<file path="src/sv/whp_pkg.sv">
// Shared types and constants for the WAV header parser.
`timescale 1ns / 1ps

package whp_pkg;

  // Parser phases
  localparam logic [3:0] PH_RIFF      = 4'd0;
  localparam logic [3:0] PH_FMT_ID    = 4'd1;
  localparam logic [3:0] PH_FMT_SKSZ  = 4'd2;
  localparam logic [3:0] PH_FMT_SKIP  = 4'd3;
  localparam logic [3:0] PH_FMT_SIZE  = 4'd4;
  localparam logic [3:0] PH_FMT_BODY  = 4'd5;
  localparam logic [3:0] PH_FMT_EXTRA = 4'd6;
  localparam logic [3:0] PH_DAT_ID    = 4'd7;
  localparam logic [3:0] PH_DAT_SKSZ  = 4'd8;
  localparam logic [3:0] PH_DAT_SKIP  = 4'd9;
  localparam logic [3:0] PH_DAT_SIZE  = 4'd10;
  localparam logic [3:0] PH_DONE      = 4'd11;

  // Result status codes
  localparam logic [2:0] ST_BUSY      = 3'd0;
  localparam logic [2:0] ST_OK        = 3'd1;
  localparam logic [2:0] ST_BAD_FMT   = 3'd2;
  localparam logic [2:0] ST_BAD_CHAN  = 3'd3;
  localparam logic [2:0] ST_BAD_RATE  = 3'd4;
  localparam logic [2:0] ST_BAD_BITS  = 3'd5;
  localparam logic [2:0] ST_TRUNC     = 3'd6;
  localparam logic [2:0] ST_IGNORED   = 3'd7;

  // Configuration register indexes
  localparam logic [7:0] REG_FORMAT   = 8'd0;
  localparam logic [7:0] REG_CHANNELS = 8'd1;
  localparam logic [7:0] REG_RATE     = 8'd2;
  localparam logic [7:0] REG_BITS     = 8'd3;

  // Chunk ids as they appear in the little-endian shift register
  localparam logic [31:0] ID_FMT   = 32'h2074_6D66;
  localparam logic [31:0] ID_DATA  = 32'h6174_6164;
  localparam logic [31:0] FMT_CORE = 32'd16;
  localparam logic [31:0] FIELD4   = 32'd4;
  localparam logic [31:0] RIFF_LEN = 32'd12;

  // Capture register reset values
  localparam logic [15:0] RST_FORMAT   = 16'd1;
  localparam logic [15:0] RST_CHANNELS = 16'd1;
  localparam logic [31:0] RST_RATE     = 32'd44100;
  localparam logic [31:0] RST_BYTERATE = 32'd88200;
  localparam logic [15:0] RST_ALIGN    = 16'd2;
  localparam logic [15:0] RST_BITS     = 16'd16;

  typedef struct packed {
    logic [15:0] exp_format;
    logic [15:0] exp_channels;
    logic [31:0] exp_rate;
    logic [15:0] exp_bits;
  } cfg_t;

  typedef struct packed {
    logic [2:0]  status;
    logic [15:0] audio_format;
    logic [15:0] channel_count;
    logic [31:0] sample_rate;
    logic [31:0] byte_rate;
    logic [15:0] block_align;
    logic [15:0] bits_per_sample;
    logic [31:0] data_size;
    logic [31:0] riff_size;
  } result_t;

endpackage

</file>
<file path="src/sv/wav_header_parser_core.sv">
// Top level of the WAV header parser: config registers, parser and output skid buffer.
//
//   channel  direction  handshake               payload
//   in_      input      in_valid / in_stall     data_byte, restart, end_of_stream
//   out_     output     out_valid / out_stall   status and eight captured fields
//   cfg_     input      cfg_valid / cfg_ready   cfg_index, cfg_data
//
// One byte per cycle while in_stall is low; with the output free, a byte's result is valid
// in the cycle after its transfer. The phase machine updates in the cycle a byte is taken;
// the result lands in an output register, with a second skid entry so a byte
// can be taken while a result waits. in_stall rises only when both entries are full.
// Reset (synchronous, rst_n low) returns the parser and the expected values to
// their defaults and empties both entries.
`timescale 1ns / 1ps

module wav_header_parser_core import whp_pkg::*; (
  input  logic        clk,
  input  logic        rst_n,
  input  logic        in_valid,
  output logic        in_stall,
  input  logic [7:0]  in_data_byte,
  input  logic        in_restart,
  input  logic        in_end_of_stream,
  output logic        out_valid,
  input  logic        out_stall,
  output logic [2:0]  out_status,
  output logic [15:0] out_audio_format,
  output logic [15:0] out_channel_count,
  output logic [31:0] out_sample_rate,
  output logic [31:0] out_byte_rate,
  output logic [15:0] out_block_align,
  output logic [15:0] out_bits_per_sample,
  output logic [31:0] out_data_size,
  output logic [31:0] out_riff_size,
  input  logic        cfg_valid,
  output logic        cfg_ready,
  input  logic [7:0]  cfg_index,
  input  logic [31:0] cfg_data
);

  cfg_t    cfg_r;
  result_t res;
  result_t out_r, out_nxt;
  result_t skid_r, skid_nxt;
  logic    out_valid_r, out_valid_nxt;
  logic    skid_valid_r, skid_valid_nxt;
  logic    in_xfer, out_xfer, out_free;

  // Expected-value registers
  assign cfg_ready = 1'b1;

  always_ff @(posedge clk) begin
    if (!rst_n) begin
      cfg_r.exp_format   <= 16'd1;
      cfg_r.exp_channels <= 16'd1;
      cfg_r.exp_rate     <= 32'd44100;
      cfg_r.exp_bits     <= 16'd16;
    end else if (cfg_valid && cfg_ready) begin
      case (cfg_index)
        REG_FORMAT:   cfg_r.exp_format   <= cfg_data[15:0];
        REG_CHANNELS: cfg_r.exp_channels <= cfg_data[15:0];
        REG_RATE:     cfg_r.exp_rate     <= cfg_data;
        REG_BITS:     cfg_r.exp_bits     <= cfg_data[15:0];
        default: begin
        end
      endcase
    end
  end

  assign in_stall = skid_valid_r;
  assign in_xfer  = in_valid && !in_stall;
  assign out_xfer = out_valid_r && !out_stall;
  assign out_free = !out_valid_r || out_xfer;

  whp_parse u_parse (
    .clk           (clk),
    .rst_n         (rst_n),
    .step          (in_xfer),
    .data_byte     (in_data_byte),
    .restart       (in_restart),
    .end_of_stream (in_end_of_stream),
    .cfg           (cfg_r),
    .res           (res)
  );

  // Output register plus skid entry
  always_comb begin
    out_nxt        = out_r;
    skid_nxt       = skid_r;
    out_valid_nxt  = out_valid_r;
    skid_valid_nxt = skid_valid_r;
    if (skid_valid_r) begin
      if (out_free) begin
        out_nxt        = skid_r;
        out_valid_nxt  = 1'b1;
        skid_valid_nxt = 1'b0;
      end
    end else if (in_xfer) begin
      if (out_free) begin
        out_nxt       = res;
        out_valid_nxt = 1'b1;
      end else begin
        skid_nxt       = res;
        skid_valid_nxt = 1'b1;
      end
    end else if (out_xfer) begin
      out_valid_nxt = 1'b0;
    end
  end

  always_ff @(posedge clk) begin
    if (!rst_n) begin
      out_valid_r  <= 1'b0;
      skid_valid_r <= 1'b0;
    end else begin
      out_valid_r  <= out_valid_nxt;
      skid_valid_r <= skid_valid_nxt;
    end
  end

  always_ff @(posedge clk) begin
    out_r  <= out_nxt;
    skid_r <= skid_nxt;
  end

  assign out_valid           = out_valid_r;
  assign out_status          = out_r.status;
  assign out_audio_format    = out_r.audio_format;
  assign out_channel_count   = out_r.channel_count;
  assign out_sample_rate     = out_r.sample_rate;
  assign out_byte_rate       = out_r.byte_rate;
  assign out_block_align     = out_r.block_align;
  assign out_bits_per_sample = out_r.bits_per_sample;
  assign out_data_size       = out_r.data_size;
  assign out_riff_size       = out_r.riff_size;

  // The skid entry is only used behind a waiting output
  a_skid_behind_out: assert property (@(posedge clk) disable iff (!rst_n)
    skid_valid_r |-> out_valid_r)
    else $error("skid entry full while output register empty");

  // After every accepted byte the output register holds a result in the next cycle
  a_xfer_out: assert property (@(posedge clk) disable iff (!rst_n)
    in_xfer |=> out_valid_r)
    else $error("accepted byte produced no result");

  // A byte taken behind a stalled result goes to the skid entry
  a_xfer_skid: assert property (@(posedge clk) disable iff (!rst_n)
    (in_xfer && out_valid_r && out_stall) |=> skid_valid_r)
    else $error("result lost behind stalled output");

endmodule

</file>
<file path="src/sv/whp_parse.sv">
// Byte-wise RIFF/WAVE header phase machine with capture registers.
`timescale 1ns / 1ps

module whp_parse import whp_pkg::*; (
  input  logic        clk,
  input  logic        rst_n,
  input  logic        step,
  input  logic [7:0]  data_byte,
  input  logic        restart,
  input  logic        end_of_stream,
  input  cfg_t        cfg,
  output result_t     res
);

  logic [3:0]  phase_r, phase_nxt;
  logic [31:0] bc_r, bc_nxt;
  logic [31:0] id_r, id_nxt;
  logic [31:0] sz_r, sz_nxt;
  logic [31:0] fmtlen_r, fmtlen_nxt;
  logic [15:0] format_r, format_nxt;
  logic [15:0] chan_r, chan_nxt;
  logic [31:0] rate_r, rate_nxt;
  logic [31:0] brate_r, brate_nxt;
  logic [15:0] align_r, align_nxt;
  logic [15:0] bits_r, bits_nxt;
  logic [31:0] dsize_r, dsize_nxt;
  logic [31:0] rsize_r, rsize_nxt;

  // Current view: a restart byte sees the cleared state
  logic [3:0]  c_phase;
  logic [31:0] c_bc, c_id, c_sz, c_fmtlen, c_rate, c_brate, c_dsize, c_rsize;
  logic [15:0] c_format, c_chan, c_align, c_bits;
  logic [31:0] bc_inc, bc_dec, id_sh, sz_sh;
  logic [2:0]  st, chk;

  always_comb begin
    c_phase  = restart ? PH_RIFF      : phase_r;
    c_bc     = restart ? 32'd0        : bc_r;
    c_id     = restart ? 32'd0        : id_r;
    c_sz     = restart ? 32'd0        : sz_r;
    c_fmtlen = restart ? 32'd0        : fmtlen_r;
    c_format = restart ? RST_FORMAT   : format_r;
    c_chan   = restart ? RST_CHANNELS : chan_r;
    c_rate   = restart ? RST_RATE     : rate_r;
    c_brate  = restart ? RST_BYTERATE : brate_r;
    c_align  = restart ? RST_ALIGN    : align_r;
    c_bits   = restart ? RST_BITS     : bits_r;
    c_dsize  = restart ? 32'd0        : dsize_r;
    c_rsize  = restart ? 32'd0        : rsize_r;
  end

  assign bc_inc = c_bc + 32'd1;
  assign bc_dec = c_bc - 32'd1;
  assign id_sh  = {data_byte, c_id[31:8]};
  assign sz_sh  = {data_byte, c_sz[31:8]};

  // Validation in priority order: format, channels, rate, bits
  always_comb begin
    if (c_format != cfg.exp_format) begin
      chk = ST_BAD_FMT;
    end else if (c_chan != cfg.exp_channels) begin
      chk = ST_BAD_CHAN;
    end else if (c_rate != cfg.exp_rate) begin
      chk = ST_BAD_RATE;
    end else if (c_bits != cfg.exp_bits) begin
      chk = ST_BAD_BITS;
    end else begin
      chk = ST_OK;
    end
  end

  // Advance the phase machine by one byte
  always_comb begin
    phase_nxt  = c_phase;
    bc_nxt     = c_bc;
    id_nxt     = c_id;
    sz_nxt     = c_sz;
    fmtlen_nxt = c_fmtlen;
    format_nxt = c_format;
    chan_nxt   = c_chan;
    rate_nxt   = c_rate;
    brate_nxt  = c_brate;
    align_nxt  = c_align;
    bits_nxt   = c_bits;
    dsize_nxt  = c_dsize;
    rsize_nxt  = c_rsize;
    st         = ST_BUSY;
    case (c_phase)
      PH_RIFF: begin
        if (c_bc >= 32'd4 && c_bc < 32'd8) rsize_nxt = {data_byte, c_rsize[31:8]};
        bc_nxt = bc_inc;
        if (bc_inc == RIFF_LEN) begin
          phase_nxt = PH_FMT_ID;
          bc_nxt    = 32'd0;
        end
      end
      PH_FMT_ID, PH_DAT_ID: begin
        id_nxt = id_sh;
        bc_nxt = bc_inc;
        if (bc_inc == FIELD4) begin
          bc_nxt = 32'd0;
          if (c_phase == PH_FMT_ID) phase_nxt = (id_sh == ID_FMT) ? PH_FMT_SIZE : PH_FMT_SKSZ;
          else phase_nxt = (id_sh == ID_DATA) ? PH_DAT_SIZE : PH_DAT_SKSZ;
        end
      end
      PH_FMT_SKSZ, PH_DAT_SKSZ: begin
        sz_nxt = sz_sh;
        bc_nxt = bc_inc;
        if (bc_inc == FIELD4) begin
          bc_nxt = sz_sh;
          if (sz_sh == 32'd0) phase_nxt = (c_phase == PH_FMT_SKSZ) ? PH_FMT_ID : PH_DAT_ID;
          else phase_nxt = (c_phase == PH_FMT_SKSZ) ? PH_FMT_SKIP : PH_DAT_SKIP;
        end
      end
      PH_FMT_SKIP, PH_DAT_SKIP, PH_FMT_EXTRA: begin
        bc_nxt = bc_dec;
        if (bc_dec == 32'd0) phase_nxt = (c_phase == PH_FMT_SKIP) ? PH_FMT_ID : PH_DAT_ID;
      end
      PH_FMT_SIZE: begin
        sz_nxt = sz_sh;
        bc_nxt = bc_inc;
        if (bc_inc == FIELD4) begin
          fmtlen_nxt = sz_sh;
          bc_nxt     = 32'd0;
          phase_nxt  = PH_FMT_BODY;
        end
      end
      PH_FMT_BODY: begin
        if (c_bc < 32'd2) format_nxt = {data_byte, c_format[15:8]};
        else if (c_bc < 32'd4) chan_nxt = {data_byte, c_chan[15:8]};
        else if (c_bc < 32'd8) rate_nxt = {data_byte, c_rate[31:8]};
        else if (c_bc < 32'd12) brate_nxt = {data_byte, c_brate[31:8]};
        else if (c_bc < 32'd14) align_nxt = {data_byte, c_align[15:8]};
        else bits_nxt = {data_byte, c_bits[15:8]};
        bc_nxt = bc_inc;
        if (bc_inc == FMT_CORE) begin
          if (c_fmtlen > FMT_CORE) begin
            bc_nxt    = c_fmtlen - FMT_CORE;
            phase_nxt = PH_FMT_EXTRA;
          end else begin
            bc_nxt    = 32'd0;
            phase_nxt = PH_DAT_ID;
          end
        end
      end
      PH_DAT_SIZE: begin
        dsize_nxt = {data_byte, c_dsize[31:8]};
        bc_nxt    = bc_inc;
        if (bc_inc == FIELD4) begin
          bc_nxt    = 32'd0;
          phase_nxt = PH_DONE;
          st        = chk;
        end
      end
      default: begin
        st = ST_IGNORED;
      end
    endcase
    // Drop to done on an early end of stream
    if (st == ST_BUSY && end_of_stream) begin
      st        = ST_TRUNC;
      phase_nxt = PH_DONE;
      bc_nxt    = 32'd0;
    end
  end

  // Hold state between transfers
  always_ff @(posedge clk) begin
    if (!rst_n) begin
      phase_r  <= PH_RIFF;
      bc_r     <= 32'd0;
      id_r     <= 32'd0;
      sz_r     <= 32'd0;
      fmtlen_r <= 32'd0;
      format_r <= RST_FORMAT;
      chan_r   <= RST_CHANNELS;
      rate_r   <= RST_RATE;
      brate_r  <= RST_BYTERATE;
      align_r  <= RST_ALIGN;
      bits_r   <= RST_BITS;
      dsize_r  <= 32'd0;
      rsize_r  <= 32'd0;
    end else if (step) begin
      phase_r  <= phase_nxt;
      bc_r     <= bc_nxt;
      id_r     <= id_nxt;
      sz_r     <= sz_nxt;
      fmtlen_r <= fmtlen_nxt;
      format_r <= format_nxt;
      chan_r   <= chan_nxt;
      rate_r   <= rate_nxt;
      brate_r  <= brate_nxt;
      align_r  <= align_nxt;
      bits_r   <= bits_nxt;
      dsize_r  <= dsize_nxt;
      rsize_r  <= rsize_nxt;
    end
  end

  assign res.status          = st;
  assign res.audio_format    = format_nxt;
  assign res.channel_count   = chan_nxt;
  assign res.sample_rate     = rate_nxt;
  assign res.byte_rate       = brate_nxt;
  assign res.block_align     = align_nxt;
  assign res.bits_per_sample = bits_nxt;
  assign res.data_size       = dsize_nxt;
  assign res.riff_size       = rsize_nxt;

endmodule

</file>
<file path="config.mk">
export PLATFORM = sky130hd
export DESIGN_NAME = wav_header_parser_core
export DESIGN_NICKNAME = d
export VERILOG_FILES = /design/src/sv/whp_pkg.sv /design/src/sv/wav_header_parser_core.sv /design/src/sv/whp_parse.sv
export SDC_FILE = /design/constraint.sdc
export NUM_CORES = 2
export LEC_CHECK = 0
export ABC_CLOCK_PERIOD_IN_PS = 29400
export BUFFER_PORTS_ARGS = -buffer_cell sky130_fd_sc_hd__buf_2
export CORE_AREA = 2 2 262 264
export CTS_CLUSTER_SIZE = 16
export DETAILED_ROUTE_END_ITERATION = 10
export DIE_AREA = 0 0 264 266
export PLACE_DENSITY = 0.73
export REMOVE_ABC_BUFFERS = 1
export SLEW_MARGIN = 10
export SYNTH_ARGS = -nofsm -noshare
export SYNTH_HDL_FRONTEND = slang
export SYNTH_SLANG_ARGS = --single-unit
export TNS_END_PERCENT = 1
</file>
<file path="constraint.sdc">
create_clock -name clk -period 29.4 [get_ports clk]
set_clock_uncertainty 0.05 [all_clocks]
set_input_delay 2.94 -clock clk [delete_from_list [all_inputs] [get_ports clk]]
set_output_delay 2.94 -clock clk [all_outputs]
set_load 0.01 [all_outputs]
</file>
## Word level (Yosys, flattened, before mapping)

Cells that the tools add are included.

- Word-level logic and storage cells: 186
- Flip-flop bits (word level): 780
- Output and inout port bits: 198

- Bitwise logic cells: 2
- Equality and inequality tests: 22
- Reduce and logical (&&, ||, !) cells: 27
- Add/subtract/negate cells: 3
- Mux-type cells: 88
- Magnitude comparators: 7

Operators by type and width:

| cell | count |
|---|---|
| $mux 32 | 30 |
| $mux 195 | 4 |
| $mux 16 | 21 |
| $pmux 32 s5 | 1 |
| $lt 32x4->1 const B | 3 |
| $logic_not 32->1 | 2 |
| $mux 4 | 12 |
| $ne 16x16->1 | 3 |
| $add 32x1->32 const B | 1 |
| $eq 32x3->1 const B | 1 |
| $eq 32x30->1 const B | 1 |
| $eq 32x31->1 const B | 1 |
| $eq 32x4->1 const B | 1 |
| $eq 32x5->1 const B | 1 |
| $ge 32x3->1 const B | 1 |
| $gt 32x5->1 const B | 1 |
| $lt 32x2->1 const B | 1 |
| $lt 32x3->1 const B | 1 |
| $ne 32x32->1 | 1 |
| $sub 32x1->32 const B | 1 |
| $sub 32x5->32 const B | 1 |
| $pmux 4 s7 | 1 |
| $mux 3 | 9 |
| $eq 4x3->1 const B | 4 |
| other kinds (23) | 46 |

## Longest topological paths before layout

- Depth in word-level cells: 14
- Mapped depth: 21

## Modules after synthesis

A second synthesis with hierarchy kept.

- Cell total of the unflattened synthesis: 3741
- Area total of the unflattened synthesis: 37499.7 µm²

By module, submodules not included:

| module | seq. area each (µm²) | cells an instance | times used | area an instance (µm²) |
|---|---|---|---|---|
| whp_parse | 6165.9 | 2815 | 1 | 20258.2 |
| wav_header_parser_core | 13352.8 | 926 | 1 | 17241.5 |

## Worst setup path before layout

OpenSTA, ideal clock, no wires.

- Path type: in2reg
- Start point: in in_valid
- End point: reg out_r, in the netlist out_audio_format[0], enable pin
- Arrival time: 12.393 ns
- Stages: 2
- Data required time: 28.535 ns
- Library setup time: 0.815 ns
- Path slack: 16.142 ns
- Buffers on the path: 0
- Cell sequence: nor2_1 a21oi_1

- Cells in the longest elaborated chain, start to end: 3

RTL lines:

| what | line | RTL |
|---|---|---|
| start: declaration | wav_header_parser_core.sv:19 | `input logic in_valid,` |
| $logic_and 1x1->1 | wav_header_parser_core.sv:71 | `assign in_xfer = in_valid && !in_stall;` |
| $reduce_bool 2->1 (no line) | n/a |  |
| $reduce_and 2->1 (no line) | n/a |  |
| end signal: assignment | wav_header_parser_core.sv:122 | `out_r <= out_nxt;` |
| end: declaration | wav_header_parser_core.sv:43 | `result_t out_r, out_nxt;` |

No other way between the ends.
A chain may end at the register's enable or synchronous reset.

## Worst setup path in the final report

- Start point: in in_restart
- End point: reg u_parse.bc_r[17]

- Cells in the longest elaborated chain, start to end: 11
- Elaborated cells between the ends (all ways): 49

RTL lines:

| what | line | RTL |
|---|---|---|
| start: declaration | wav_header_parser_core.sv:22 | `input logic in_restart,` |
| branches (longest 10 deep; another with $add 32x1->32) | n/a |  |
| $mux 32 (*) | whp_parse.sv:160 | `if (st == ST_BUSY && end_of_stream) begin` |
| end signal: assignment | whp_parse.sv:185 | `bc_r <= bc_nxt;` |
| end: declaration | whp_parse.sv:16 | `logic [31:0] bc_r, bc_nxt;` |

Every way passes the cells marked *. The select of a mux whose other input is x is not followed.

==> flow_summary.yaml <==
run_status:
  outcome: "completed"
yosys:
  synth_top_cells_by_count: "sky130_fd_sc_hd__nand2_1 (661), sky130_fd_sc_hd__nor2_1 (529), sky130_fd_sc_hd__dfxtp_1 (390), sky130_fd_sc_hd__edfxtp_1 (390), sky130_fd_sc_hd__a21oi_1 (251)"
  post_synth_inst_count: 3925
  async_flop_share: 0
  synth-edff-count: 390
  synth_top_flop_cell: "sky130_fd_sc_hd__edfxtp_1"
  ys_seq_area_frac: 0.530
  synthMostInstantiatedCell: "sky130_fd_sc_hd__nand2_1"
  synth-warning-count: 0
  postSynthRegisterBits: 780
  mappedNetlistArea_mm2: 0.0368
  synth.distinct_cells: 84
  post_synth_main_area_contributors: "sky130_fd_sc_hd__edfxtp_1 (32%), sky130_fd_sc_hd__dfxtp_1 (21%), sky130_fd_sc_hd__nand2_1 (6.7%)"
  synth_top_cell_area_share: 0.318
  synthDominantAreaCellType: "sky130_fd_sc_hd__edfxtp_1"
  syn-mean-instance-area_um2: 9.38
hold_path:
  worst_hold_path.endpoint: "u_parse.rsize_r[7]$_SDFFE_PN0P_"
  hold_depth: 2
  hp-class: "reg -> reg"
  worst_min_path_start: "u_parse.rsize_r[7]$_SDFFE_PN0P_"
setup_path:
  worstPathArrival_ns: 8.48
  timing.critical_path.from_type: "input pin"
  cp_data_required_time_ns: 29.83
  timing.critical_path.cells: "buf_8, inv_4, nand2_1, inv_1, ha_1, nand3_1, nor4_1, nand4_1, xor2_1, a41oi_1, nor4b_2, or2_2, o211a_1, nor2_1, a221oi_1, nor3_1"
  setup.reg_to_reg.worst_slack_ns: 23.46
  slowest_stage: "sky130_fd_sc_hd__nor4b_2"
  slowest_cell_delay_on_critical_path_ns: 0.89
  critical_path_buf_inv_count: 3
  endpoint_kind: "flop"
  worstReg2RegStart: "u_parse.bc_r[1]$_SDFFE_PN0P_"
  path_class: "in -> reg"
  endpoint_of_the_worst_register_to_register_path: "u_parse.bc_r[17]$_SDFFE_PN0P_"
  worst_r2r_path_depth: 14
  crit_path_max_fanout: 103
  critical-path-top-delay-family: "simple AND/OR/NAND/NOR gates"
power_and_ir_drop:
  p_leak_uw: 0.0145
  cellPowerDensity_mw_per_mm2: 57.9
  ir_drop_worst_vdd_mv: 0.0476
final_layout:
  post_route_cells_drive_above_1_share: 0.146
  finish.net_count: 4076
  postLayoutCellArea_mm2: 0.0412
  final_cell_count_no_fill: 4966
  area_growth_syn_to_layout_pct: 11.9
clocking:
  clock-root-buffer: "sky130_fd_sc_hd__clkbuf_16"
  clkSinkCount: 780
  tritoncts: "built"
  cts-buffers-inserted: 81
  cts_htree_levels: 3
  cts_setup_buffers: 0
  cts_buffer_depth: 3
  cts.repair.resized: 0
  clock_insertion_delay_worst_skew_ns: 0.64
  clk_pin_slew_ns: 0.06
  cts_hold_buffers: 0
sta:
  fin_setup_tns_ns: 0
  maxClockFrequency_ghz: 0.124
  final-hold-violation-count: 0
  final.setup.worst_slack_ns: 21.35
  timing.max_slew.rel_slack: 0.223
  final_period_utilization: 0.274
  least_margin_pin_slew_ns: 1.16
  grt_setup_unrepaired: "false"
  final.min_clock_period_ns: 8.05
  max_slew_violation_total_from_the_final_report: 0
  setup_viol: 0
drt:
  antenna_left: 0
  routed_wl_um: 110000
  drc: 0
  drt_pre_antenna_iters: 6
  wl_per_cell_um: 22.1
  num_vias: 30700
  vias_per_cell: 6.19
  detailedRoute.firstIterationViolations: 3364
job:
  count_of_maximum_capacitance_violations: 0
placed_design:
  place_congestion: 1.01
  dpl-instance-area_mm2: 0.0386
  buffer_ports.inserted: 251
  place.detailed.hpwl_um: 69200
  place_worst_setup_slack_ns: 20.81
  numPlacedInstances: 4814
floorplanning:
  design.die.area_mm2: 0.0702
  die_h_um: 266
  core_footprint_mm2: 0.0677
  initial_core_util: 0.544
  die_x_um: 264
  boundaryPins: 253
  num_rows: 96
grt:
  largest_net_degree_at_the_start_of_global_routing: 187
  grt_first_pass_wirelength_um: 167000
  grt.total_usage: 0.303
  vias_in_the_first_global_route: 27900
  global_route.overflow_total: 0
  grt_antenna_before_repair: 3
worst max-delay path by stage:
stage,start,end,cells past startpoint
after detailed placement,in_restart,u_parse.bc_r[8]$_SDFFE_PN0P_,16
final,in_restart,u_parse.bc_r[17]$_SDFFE_PN0P_,16
after global routing,in_restart,u_parse.bc_r[8]$_SDFFE_PN0P_,16
after CTS,in_restart,u_parse.bc_r[8]$_SDFFE_PN0P_,16
after global placement,in_restart,u_parse.bc_r[17]$_SDFFE_PN0P_,16
after floorplan,in_stall$_SDFF_PN0_,skid_r[0]$_DFFE_PP_,2
per-stage QoR:
| stage | hold slack (ns) | util | power, µW |
|---|---|---|---|
| global placement | 0.392 | 0.570 | 1390 |
| finish | 0.404 | 0.608 | 2390 |
| global route | 0.420 | 0.608 | 2450 |
| detailed placement | 0.396 | 0.570 | 1390 |
| floorplan | 0.386 | - | 1320 |
| CTS | 0.405 | 0.608 | 2390 |
routing by layer:
metal,up-vias,global-route usage,wire length (µm)
li1,14300,-,-
met1,14700,0.426,46600
met2,1441,0.475,50000
met3,233,0.0502,9530
met4,2,0.110,3650
met5,-,0,13
sequential cells by signal, summed over array words and instances, names as in the netlist, 24 cells and up:
name	count
skid_r	195
out_riff_size	32
u_parse.sz_r	24
out_sample_rate	32
u_parse.rsize_r	32
out_byte_rate	32
u_parse.dsize_r	32
cfg_r	80
u_parse.fmtlen_r	32
u_parse.brate_r	32
u_parse.rate_r	32
u_parse.id_r	24
u_parse.bc_r	32
out_data_size	32
kinds of logic (layout without fill, tap and decap cells):
kind of cell,after synthesis,in the layout,synth area share
xor gates and xnor gates,91,91,0.0216
and+or+nand+nor,1634,1634,0.197
adders and majority gates,6,6,0.00204
muxes,239,239,0.0688
buffers and inverters,355,512,0.0372
AOI/OAI and AO/OA,819,819,0.143
other,1,3,0.000102
DFF,780,780,0.530
final cells by class:
| type | count | area, µm² |
|---|---|---|
| multi-input combinational | 2790 | 16000 |
| tap | 882 | 1100 |
| sequential | 780 | 19500 |
| clock buffer | 112 | 2220 |
| antenna | 2 | 5.00 |
| inverter | 50 | 198 |
| fill | 5765 | 26500 |
| clock inverter | 38 | 377 |
| timing repair buffer | 312 | 1750 |
placed cells by master, fill, tap and decap left out, types with 9 or more instances in the layout:
cell type | netlist | layout
sky130_fd_sc_hd__o21ai_0 | 145 | 144
sky130_fd_sc_hd__a211oi_1 | 17 | 17
sky130_fd_sc_hd__o22ai_1 | 12 | 12
sky130_fd_sc_hd__buf_2 | 18 | 250
sky130_fd_sc_hd__nand2b_1 | 13 | 12
sky130_fd_sc_hd__a21oi_1 | 251 | 250
sky130_fd_sc_hd__o31a_1 | 12 | 12
sky130_fd_sc_hd__inv_1 | 49 | 48
sky130_fd_sc_hd__a31oi_1 | 36 | 36
sky130_fd_sc_hd__clkbuf_16 | 0 | 81
sky130_fd_sc_hd__a221oi_1 | 16 | 16
sky130_fd_sc_hd__or4_1 | 12 | 12
sky130_fd_sc_hd__clkbuf_1 | 248 | 23
sky130_fd_sc_hd__buf_4 | 2 | 59
sky130_fd_sc_hd__xor2_1 | 28 | 28
sky130_fd_sc_hd__xnor2_1 | 63 | 63
sky130_fd_sc_hd__or2_2 | 11 | 11
sky130_fd_sc_hd__nor2b_1 | 23 | 22
sky130_fd_sc_hd__nand3b_1 | 10 | 10
sky130_fd_sc_hd__nor4bb_1 | 27 | 27
sky130_fd_sc_hd__o211ai_1 | 27 | 27
sky130_fd_sc_hd__a21o_1 | 9 | 9
sky130_fd_sc_hd__o21ai_1 | 10 | 10
sky130_fd_sc_hd__nand3_1 | 62 | 62
sky130_fd_sc_hd__mux2i_1 | 125 | 125
sky130_fd_sc_hd__nand4_1 | 41 | 41
sky130_fd_sc_hd__nor2_1 | 529 | 525
sky130_fd_sc_hd__nor3_1 | 137 | 134
sky130_fd_sc_hd__o32ai_1 | 42 | 42
sky130_fd_sc_hd__edfxtp_1 | 390 | 390
sky130_fd_sc_hd__a22oi_1 | 86 | 86
sky130_fd_sc_hd__or3_1 | 17 | 17
sky130_fd_sc_hd__nand2_1 | 661 | 661
sky130_fd_sc_hd__mux2_2 | 114 | 114
sky130_fd_sc_hd__o31ai_1 | 89 | 88
sky130_fd_sc_hd__nor4_1 | 42 | 40
sky130_fd_sc_hd__clkinv_2 | 0 | 16
sky130_fd_sc_hd__dfxtp_1 | 390 | 389
where the power goes:
part	switching, µW	leakage (µW)	internal, µW
logic	125	0.00643	50.6
clock network	438	0.00128	578
registers	20.6	0.00683	1170
tightest hold or removal path, stage by stage, from the launching register on:
cell	delay (ns)
sky130_fd_sc_hd__dfxtp_1	0.31
sky130_fd_sc_hd__nand2_1	0.05
sky130_fd_sc_hd__a21oi_1	0.05
Note: power is estimated with default switching activity, not from simulation.
